--- src/rtl/msk_pkg.sv ---
// Shared types, constants and codes of the min-tracking stack.
package msk_pkg;

	localparam int unsigned STACK_DEPTH = 64;
	localparam int unsigned ADDR_W      = $clog2(STACK_DEPTH);
	localparam int unsigned CNT_W       = $clog2(STACK_DEPTH + 1);
	localparam int unsigned DATA_W      = 32;
	localparam int unsigned OUT_CNT_W   = 7;
	localparam int unsigned ENTRY_W     = 2 * DATA_W;
	localparam int unsigned OUT_TDATA_W = 112;
	localparam int unsigned OUT_USED_W  = 2 + 3 * DATA_W + OUT_CNT_W;

	localparam logic signed [DATA_W-1:0] NONE_VALUE = '1;

	// operation carried in tuser of the input stream
	typedef enum logic {
		KIND_PUSH = 1'b0,
		KIND_POP  = 1'b1
	} kind_t;

	typedef enum logic [1:0] {
		STAT_DONE      = 2'd0,
		STAT_POP_EMPTY = 2'd1,
		STAT_PUSH_FULL = 2'd2,
		STAT_UNUSED    = 2'd3
	} status_t;

	typedef enum logic {
		ST_IDLE,
		ST_POP_WAIT
	} state_t;

	// one result item handed from the core to the output register
	typedef struct packed {
		status_t                   status;
		logic signed [DATA_W-1:0]  popped_value;
		logic signed [DATA_W-1:0]  top_value;
		logic signed [DATA_W-1:0]  min_value;
		logic [OUT_CNT_W-1:0]      entry_count;
	} result_t;

endpackage

--- src/rtl/msk_ram.sv ---
// Generic single-write, single-read synchronous RAM with registered read data.
module msk_ram #(
	parameter int unsigned DEPTH = 64,
	parameter int unsigned WIDTH = 64
) (
	input  logic                     clk,
	input  logic                     wr_en,
	input  logic [$clog2(DEPTH)-1:0] wr_addr,
	input  logic [WIDTH-1:0]         wr_data,
	input  logic                     rd_en,
	input  logic [$clog2(DEPTH)-1:0] rd_addr,
	output logic [WIDTH-1:0]         rd_data
);

	logic [WIDTH-1:0] mem [DEPTH];

	// write port
	always_ff @(posedge clk) begin
		if (wr_en) begin
			mem[wr_addr] <= wr_data;
		end
	end

	// read port, registered read data
	always_ff @(posedge clk) begin
		if (rd_en) begin
			rd_data <= mem[rd_addr];
		end
	end

endmodule

--- src/rtl/msk_core.sv ---
// Stack control: top-of-stack registers, fill count, entry memory and sequencer.
module msk_core (
	input  logic                                 clk,
	input  logic                                 arst_n,
	input  logic                                 in_valid,
	input  msk_pkg::kind_t                       in_kind,
	input  logic signed [msk_pkg::DATA_W-1:0]    in_value,
	output logic                                 in_ready,
	input  logic                                 out_free,
	output logic                                 res_valid,
	output msk_pkg::result_t                     res
);
	import msk_pkg::*;

	state_t                    state_q, state_d;
	logic [CNT_W-1:0]          count_q;
	logic signed [DATA_W-1:0]  top_q;
	logic signed [DATA_W-1:0]  tmin_q;

	logic                      accept;
	logic                      push_ok;
	logic                      pop_deep;
	logic signed [DATA_W-1:0]  push_min;
	logic                      wr_en;
	logic [ADDR_W-1:0]         wr_addr;
	logic                      rd_en;
	logic [ADDR_W-1:0]         rd_addr;
	logic [ENTRY_W-1:0]        rd_data;
	logic signed [DATA_W-1:0]  rd_value;
	logic signed [DATA_W-1:0]  rd_min;

	// entry memory: {level minimum, value} per level
	msk_ram #(
		.DEPTH (STACK_DEPTH),
		.WIDTH (ENTRY_W)
	) u_ram (
		.clk     (clk),
		.wr_en   (wr_en),
		.wr_addr (wr_addr),
		.wr_data ({push_min, in_value}),
		.rd_en   (rd_en),
		.rd_addr (rd_addr),
		.rd_data (rd_data)
	);

	assign rd_value = rd_data[DATA_W-1:0];
	assign rd_min   = rd_data[ENTRY_W-1:DATA_W];

	assign in_ready = (state_q == ST_IDLE) && out_free;
	assign accept   = in_valid && in_ready;
	assign push_ok  = (in_kind == KIND_PUSH) && (count_q < CNT_W'(STACK_DEPTH));
	assign pop_deep = (in_kind == KIND_POP) && (count_q > CNT_W'(1));

	// running minimum of the new level
	assign push_min = ((count_q != '0) && (tmin_q < in_value)) ? tmin_q : in_value;

	// next state
	always_comb begin
		state_d = state_q;
		unique case (state_q)
			ST_IDLE: begin
				if (accept && pop_deep) begin
					state_d = ST_POP_WAIT;
				end
			end
			ST_POP_WAIT: begin
				state_d = ST_IDLE;
			end
			default: begin
				state_d = ST_IDLE;
			end
		endcase
	end

	// memory access and result
	always_comb begin
		wr_en   = 1'b0;
		wr_addr = count_q[ADDR_W-1:0];
		rd_en   = 1'b0;
		rd_addr = ADDR_W'(count_q - CNT_W'(2));
		res_valid          = 1'b0;
		res.status         = STAT_DONE;
		res.popped_value   = NONE_VALUE;
		res.top_value      = top_q;
		res.min_value      = tmin_q;
		res.entry_count    = OUT_CNT_W'(count_q);
		unique case (state_q)
			ST_IDLE: begin
				if (accept) begin
					if (in_kind == KIND_PUSH) begin
						res_valid = 1'b1;
						if (push_ok) begin
							wr_en           = 1'b1;
							res.top_value   = in_value;
							res.min_value   = push_min;
							res.entry_count = OUT_CNT_W'(count_q + CNT_W'(1));
						end else begin
							res.status = STAT_PUSH_FULL;
						end
					end else if (pop_deep) begin
						rd_en = 1'b1;
					end else begin
						res_valid       = 1'b1;
						res.top_value   = NONE_VALUE;
						res.min_value   = NONE_VALUE;
						res.entry_count = '0;
						if (count_q == '0) begin
							res.status = STAT_POP_EMPTY;
						end else begin
							res.popped_value = top_q;
						end
					end
				end
			end
			ST_POP_WAIT: begin
				res_valid        = 1'b1;
				res.popped_value = top_q;
				res.top_value    = rd_value;
				res.min_value    = rd_min;
			end
			default: begin
				res_valid = 1'b0;
			end
		endcase
	end

	// hold state and fill count
	always_ff @(posedge clk or negedge arst_n) begin
		if (!arst_n) begin
			state_q <= ST_IDLE;
			count_q <= '0;
		end else begin
			state_q <= state_d;
			if (accept && push_ok) begin
				count_q <= count_q + CNT_W'(1);
			end else if (accept && (in_kind == KIND_POP) && (count_q != '0)) begin
				count_q <= count_q - CNT_W'(1);
			end
		end
	end

	// hold the top entry so pushes and shallow pops never wait on the memory
	always_ff @(posedge clk) begin
		if (accept && push_ok) begin
			top_q  <= in_value;
			tmin_q <= push_min;
		end else if (state_q == ST_POP_WAIT) begin
			top_q  <= rd_value;
			tmin_q <= rd_min;
		end
	end

	a_count_bound: assert property (@(posedge clk) disable iff (!arst_n)
		count_q <= CNT_W'(STACK_DEPTH))
		else $error("fill count above stack depth");

	a_wait_nonempty: assert property (@(posedge clk) disable iff (!arst_n)
		(state_q == ST_POP_WAIT) |-> (count_q != '0))
		else $error("memory read pending with empty stack");

	a_wait_one: assert property (@(posedge clk) disable iff (!arst_n)
		(state_q == ST_POP_WAIT) |=> (state_q == ST_IDLE))
		else $error("pop read held longer than one cycle");

	a_slot_free: assert property (@(posedge clk) disable iff (!arst_n)
		res_valid |-> out_free)
		else $error("result produced with output register occupied");

	a_min_le_top: assert property (@(posedge clk) disable iff (!arst_n)
		(count_q != '0) |-> (tmin_q <= top_q))
		else $error("level minimum above top value");

endmodule

--- src/rtl/min_tracking_stack_unit.sv ---
// Top level of the min-tracking stack: stream ports, core and output register.
// Results: pushes and pops on a stack of one entry or none give their result in the cycle
// after the transfer; other pops first pass the registered memory read and ST_POP_WAIT.
// Throughput: one push per cycle while the output register is free; pops on two or more
// entries block input in ST_POP_WAIT; an item may enter the output as a result drains.
// Reset: arst_n empties the stack and the output register; the memory is not cleared.
module min_tracking_stack_unit (
	input  logic                                 clk,
	input  logic                                 arst_n,
	input  logic                                 s_tvalid,
	output logic                                 s_tready,
	input  logic [31:0]                          s_tdata,  // [31:0] push_value
	input  logic                                 s_tuser,  // [0] kind
	output logic                                 m_tvalid,
	input  logic                                 m_tready,
	output logic [msk_pkg::OUT_TDATA_W-1:0]      m_tdata   // [1:0] status,
	// [33:2] popped_value, [65:34] top_value, [97:66] min_value,
	// [104:98] entry_count, rest zero
);
	import msk_pkg::*;

	logic     out_free;
	logic     res_valid;
	result_t  res;
	logic     m_valid_q;
	result_t  res_q;

	assign out_free = !m_valid_q || m_tready;

	msk_core u_core (
		.clk       (clk),
		.arst_n    (arst_n),
		.in_valid  (s_tvalid),
		.in_kind   (kind_t'(s_tuser)),
		.in_value  ($signed(s_tdata)),
		.in_ready  (s_tready),
		.out_free  (out_free),
		.res_valid (res_valid),
		.res       (res)
	);

	// hold the result until the downstream transfer
	always_ff @(posedge clk or negedge arst_n) begin
		if (!arst_n) begin
			m_valid_q <= 1'b0;
		end else if (out_free) begin
			m_valid_q <= res_valid;
		end
	end

	always_ff @(posedge clk) begin
		if (out_free && res_valid) begin
			res_q <= res;
		end
	end

	assign m_tvalid = m_valid_q;
	assign m_tdata  = {
		(OUT_TDATA_W - OUT_USED_W)'(0),
		res_q.entry_count,
		res_q.min_value,
		res_q.top_value,
		res_q.popped_value,
		res_q.status
	};

endmodule

--- config.mk ---
export PLATFORM = sky130hd
export DESIGN_NAME = min_tracking_stack_unit
export DESIGN_NICKNAME = d
export VERILOG_FILES = /design/src/rtl/msk_pkg.sv /design/src/rtl/msk_ram.sv /design/src/rtl/msk_core.sv /design/src/rtl/min_tracking_stack_unit.sv
export SDC_FILE = /design/constraint.sdc
export NUM_CORES = 2
export LEC_CHECK = 0
export BUFFER_PORTS_ARGS = -buffer_cell sky130_fd_sc_hd__buf_4
export CORE_MARGIN = 2
export CORE_UTILIZATION = 50
export DETAILED_ROUTE_END_ITERATION = 16
export PLACE_DENSITY = 0.65
export SLEW_MARGIN = 20
export SYNTH_ARGS = -nofsm -noshare
export SYNTH_HDL_FRONTEND = slang
export SYNTH_SLANG_ARGS = --single-unit
--- constraint.sdc ---
create_clock -name clk -period 14.2 [get_ports clk]
set_input_delay 2.84 -clock clk [delete_from_list [all_inputs] [get_ports clk]]
set_output_delay 2.84 -clock clk [all_outputs]
set_load 0.02 [all_outputs]
==> metrics.txt <==
# TYPE chip_impl_metric gauge
chip_impl_metric{name="synth-seq-area-share",unit=""} 0.780
chip_impl_metric{name="yosys_register_bits",unit=""} 4338
chip_impl_metric{name="first_global_vias",unit=""} 81100
chip_impl_metric{name="timing.clock.skew",unit="ns"} 0.0749
chip_impl_metric{name="postSynthAreaPerCell",unit="um^2"} 24.1
chip_impl_metric{name="timing.max_cap.violations",unit=""} 0
chip_impl_metric{name="grt.total_usage",unit=""} 0.291
chip_impl_info{name="cp-end-kind",value="flop"} 1
chip_impl_metric{name="via_density_per_instance",unit=""} 6.87
chip_impl_metric{name="dpl.hpwl",unit="um"} 256000
chip_impl_info{name="cts_root_buffer",value="sky130_fd_sc_hd__clkbuf_16"} 1
chip_impl_metric{name="synth_edf_count",unit=""} 4329
chip_impl_info{name="critical_path.most_common_cell",value="sky130_fd_sc_hd__buf_4"} 1
chip_impl_metric{name="clk_latency",unit="ns"} 0.99
chip_impl_metric{name="total_leakage_power",unit="nW"} 59.1
chip_impl_metric{name="slew_headroom",unit=""} 0.148
chip_impl_metric{name="via_count",unit=""} 83400
chip_impl_metric{name="post_synth_and_or_nand_nor_area_fraction",unit=""} 0.0102
chip_impl_metric{name="timing.critical_path.arrival",unit="ns"} 8.92
chip_impl_info{name="synth.largest_area_cell",value="sky130_fd_sc_hd__edfxtp_1"} 1
chip_impl_info{name="unrepaired_setup_endpoints_after_global_routing",value="no"} 1
chip_impl_metric{name="crit_fanout",unit=""} 67
chip_impl_info{name="tritoncts",value="yes"} 1
chip_impl_metric{name="cts_setup_buffers",unit=""} 0
chip_impl_metric{name="synthesis.yosys.warnings",unit=""} 0
chip_impl_metric{name="h-tree-depth",unit=""} 5
chip_impl_metric{name="routed_wire_length_per_instance",unit="um"} 40.7
chip_impl_metric{name="power-per-cell-area",unit="nW/um^2"} 194
chip_impl_info{name="reg2reg_from",value="u_core.count_q[1]$_DFFE_PN0P_"} 1
chip_impl_info{name="synthFlopType",value="sky130_fd_sc_hd__edfxtp_1"} 1
chip_impl_metric{name="asyncSetResetFlopFracSynth",unit=""} 0.00207
chip_impl_metric{name="post_cts_hold_buffer_count",unit=""} 0
chip_impl_metric{name="ff2ff_setup_slack",unit="ns"} 7.87
chip_impl_metric{name="fp-row-count",unit=""} 212
chip_impl_metric{name="report.power.total",unit="mW"} 36.8
chip_impl_metric{name="drt-initial-drc-count",unit=""} 14600
chip_impl_info{name="synth_top_family_by_area",value="multiplexers"} 1
chip_impl_metric{name="drcViolationCount",unit=""} 0
chip_impl_metric{name="max_freq",unit="MHz"} 123
chip_impl_metric{name="synth-compound-area-share",unit=""} 0.0137
chip_impl_metric{name="netlist-cell-type-count",unit=""} 51
chip_impl_metric{name="core",unit="um^2"} 333000
chip_impl_metric{name="drive_above_1_share",unit=""} 0.326
chip_impl_metric{name="detail_route.first_pass.iterations",unit=""} 7
chip_impl_metric{name="timing.final.ws_setup",unit="ns"} 6.07
chip_impl_metric{name="critPathMaxStageDelay",unit="ns"} 1.01
chip_impl_info{name="crit_slowest_cell",value="sky130_fd_sc_hd__nor4_1"} 1
chip_impl_info{name="crit_path_start",value="s_tdata[28]"} 1
chip_impl_metric{name="area.growth.synth_to_final",unit="%"} 13.5
chip_impl_metric{name="post_synth_inst_count",unit=""} 6934
chip_impl_metric{name="irDropWorstVdd",unit="mV"} 0.220
chip_impl_metric{name="die_area",unit="um^2"} 338000
chip_impl_metric{name="floorplan.die.height",unit="um"} 582
chip_impl_metric{name="dp_worst_setup_slack",unit="ns"} 5.06
chip_impl_metric{name="final_report_hold_violation_count",unit=""} 0
chip_impl_metric{name="final_sum_of_negative_setup_slack",unit="ns"} 0
chip_impl_metric{name="initial_core_util",unit=""} 0.501
chip_impl_info{name="netlist_top_cells_count",value="sky130_fd_sc_hd__edfxtp_1 (4,329), sky130_fd_sc_hd__mux4_2 (1,344), sky130_fd_sc_hd__clkbuf_1 (241)"} 1
chip_impl_info{name="crit_type",value="input pin to flop"} 1
chip_impl_metric{name="i_o_pins",unit=""} 151
chip_impl_info{name="crit-reg2reg-capture",value="u_core.u_ram.rd_data[24]$_DFFE_PP_"} 1
chip_impl_metric{name="die_w",unit="um"} 582
chip_impl_metric{name="cts.repair.resized",unit=""} 0
chip_impl_metric{name="yosys.area.top_type_share",unit=""} 0.779
chip_impl_metric{name="total_wirelength",unit="um"} 494000
chip_impl_metric{name="drt.antenna.violating_nets",unit=""} 0
chip_impl_metric{name="synth_xor_xnor_area_share",unit=""} 0.000420
chip_impl_info{name="crit_path_end",value="u_core.u_ram.mem[5][36]$_DFFE_PP_"} 1
chip_impl_info{name="worst_setup_path_start_kind",value="input pin"} 1
chip_impl_metric{name="nFillCells",unit=""} 23600
chip_impl_metric{name="grt_start_max_net_pins",unit=""} 102
chip_impl_metric{name="synth.area.mux_share",unit=""} 0.181
chip_impl_metric{name="finalNetCount",unit=""} 7462
chip_impl_info{name="post-synth-top-count-cell",value="sky130_fd_sc_hd__edfxtp_1"} 1
chip_impl_metric{name="timing.critical_path.required",unit="ns"} 14.99
chip_impl_metric{name="grt_antenna_before_repair",unit=""} 23
chip_impl_metric{name="finalSetupViolCount",unit=""} 0
chip_impl_metric{name="final_max_slew_viol_count",unit=""} 0
chip_impl_info{name="outcome",value="completed"} 1
chip_impl_metric{name="yosys.area_share.adder",unit=""} 0.00292
chip_impl_metric{name="worst_r2r_path_depth",unit=""} 7
chip_impl_metric{name="post_route_fraction_of_the_period_consumed_by_the_critical_path",unit=""} 0.572
chip_impl_metric{name="tightestPinTransition",unit="ns"} 1.26
chip_impl_info{name="worst_path_cell_trace",value="buf_4, inv_1, ha_1, nand4_1, nor4_1, nand2_1, a31oi_1, or3_1, nand2_4, buf_4, o21ai_4, buf_8"} 1
chip_impl_metric{name="synthesis.area",unit="um^2"} 167000
chip_impl_metric{name="clk_slew_on_worst_s_h_paths",unit="ns"} 0.06
chip_impl_metric{name="number_of_buffers_on_the_longest_clock_path",unit=""} 4
chip_impl_metric{name="grt-ovfl-total",unit=""} 0
chip_impl_info{name="synth.area.top_cells",value="sky130_fd_sc_hd__edfxtp_1 (78%), sky130_fd_sc_hd__mux4_2 (18%), sky130_fd_sc_hd__clkbuf_1 (0.54%)"} 1
chip_impl_metric{name="io_port_bufs",unit=""} 143
chip_impl_metric{name="post-route-min-period",unit="ns"} 8.13
chip_impl_metric{name="wire_length_of_the_first_global_routing_pass",unit="um"} 672000
chip_impl_metric{name="number_of_cts_inserted_buffers",unit=""} 431
chip_impl_metric{name="gp_congestion",unit=""} 0.882
chip_impl_info{name="timing.hold.worst.class",value="flop to flop"} 1
chip_impl_metric{name="cts_num_sinks",unit=""} 4338
[metal layers]
metal	routed length (um)	GRT usage	vias up
met4	26600	0.132	8
li1	-	-	30900
met1	179000	0.405	45400
met3	54100	0.0487	1088
met5	43	0	-
met2	235000	0.456	6029
[worst max-delay path: cells and delay by family]
family          cells  cell delay [ns]
simple gates        5             2.48
buf+inv             4             1.57
compound gates      2             1.47
fa+ha+maj           1             0.35
[cell families (layout without fill, tap and decap cells)]
family / after synthesis / after routing
xor gates and xnor gates: 8 / 8
AOI/OAI and AO/OA: 358 / 358
muxes: 1345 / 1345
adders and majority gates: 39 / 39
and+or+nand+nor: 398 / 398
DFF: 4338 / 4338
buffers and inverters: 447 / 1253
other: 1 / 15
[placed cells by master (no fill, tap or decap), types with 10 or more instances in the layout]
master,instances
sky130_fd_sc_hd__nor2_4,65
sky130_fd_sc_hd__a31o_2,12
sky130_fd_sc_hd__a211oi_1,21
sky130_fd_sc_hd__buf_4,369
sky130_fd_sc_hd__a21oi_1,49
sky130_fd_sc_hd__buf_12,14
sky130_fd_sc_hd__o22ai_1,10
sky130_fd_sc_hd__inv_1,59
sky130_fd_sc_hd__bufinv_16,55
sky130_fd_sc_hd__o21ai_4,30
sky130_fd_sc_hd__clkinv_1,98
sky130_fd_sc_hd__edfxtp_1,4329
sky130_fd_sc_hd__clkbuf_16,435
sky130_fd_sc_hd__o211ai_1,57
sky130_fd_sc_hd__clkbuf_1,75
sky130_fd_sc_hd__buf_16,15
sky130_fd_sc_hd__nor2_1,76
sky130_fd_sc_hd__a31oi_1,14
sky130_fd_sc_hd__clkinvlp_4,24
sky130_fd_sc_hd__o21ai_0,93
sky130_fd_sc_hd__nand2_1,167
sky130_fd_sc_hd__ha_1,38
sky130_fd_sc_hd__or2_2,34
sky130_fd_sc_hd__mux4_2,1344
sky130_fd_sc_hd__nor4_1,13
sky130_fd_sc_hd__clkinv_2,81
sky130_fd_sc_hd__a21o_1,24
sky130_fd_sc_hd__o31ai_1,14
[where the power goes]
part | leakage, nW | switching (mW) | internal [mW]
clock network | 6.89 | 4.89 | 6.62
logic | 13.2 | 5.35 | 4.98
registers | 39.1 | 0.240 | 14.8
total | 59.1 | 10.5 | 26.4
[state kept, by name, summed over array words and instances (netlist names)]
signal / flops
u_core.u_ram.rd_data: 64
u_core.state_q: 1
m_tvalid: 1
u_core.u_ram.mem: 4096
m_tdata: 105
u_core.count_q: 7
u_core.tmin_q: 32
u_core.top_q: 32
[area by class of cell]
type                    count  area (um^2)  share of cell area
flip-flops and latches   4338       130000               0.687
diodes                      8         20.0            0.000106
inverters                  60          225             0.00119
clock inverters           283         3050              0.0161
clock buffers             510        11200              0.0589
multi-input cells        2155        35800               0.189
well taps                4387         5490              0.0290
repair buffers            400         3490              0.0184
[per-stage QoR]
step                      instances  instance area (um^2)  hold slack, ns  utilization
final                         12100                189000           0.535        0.569
after global routing          12100                189000           0.555        0.569
after CTS                     12100                189000           0.537        0.569
after detailed placement      11300                175000           0.523        0.526
after global placement        11300                175000           0.514        0.525
after floorplan                6940                167000           0.504            -
[worst min path at each step]
stage	start	endpoint	slack (ns)	depth (start not counted)
floorplan	u_core.top_q[9]$_DFFE_PP_	m_tdata[11]$_DFFE_PP_	0.50	1
global placement	u_core.top_q[18]$_DFFE_PP_	m_tdata[20]$_DFFE_PP_	0.51	1
detailed placement	u_core.top_q[10]$_DFFE_PP_	m_tdata[12]$_DFFE_PP_	0.52	1
CTS	u_core.top_q[29]$_DFFE_PP_	m_tdata[31]$_DFFE_PP_	0.54	1
global route	u_core.top_q[4]$_DFFE_PP_	m_tdata[6]$_DFFE_PP_	0.56	1
finish	u_core.top_q[29]$_DFFE_PP_	m_tdata[31]$_DFFE_PP_	0.53	1
(Power assumes the default switching activity.)
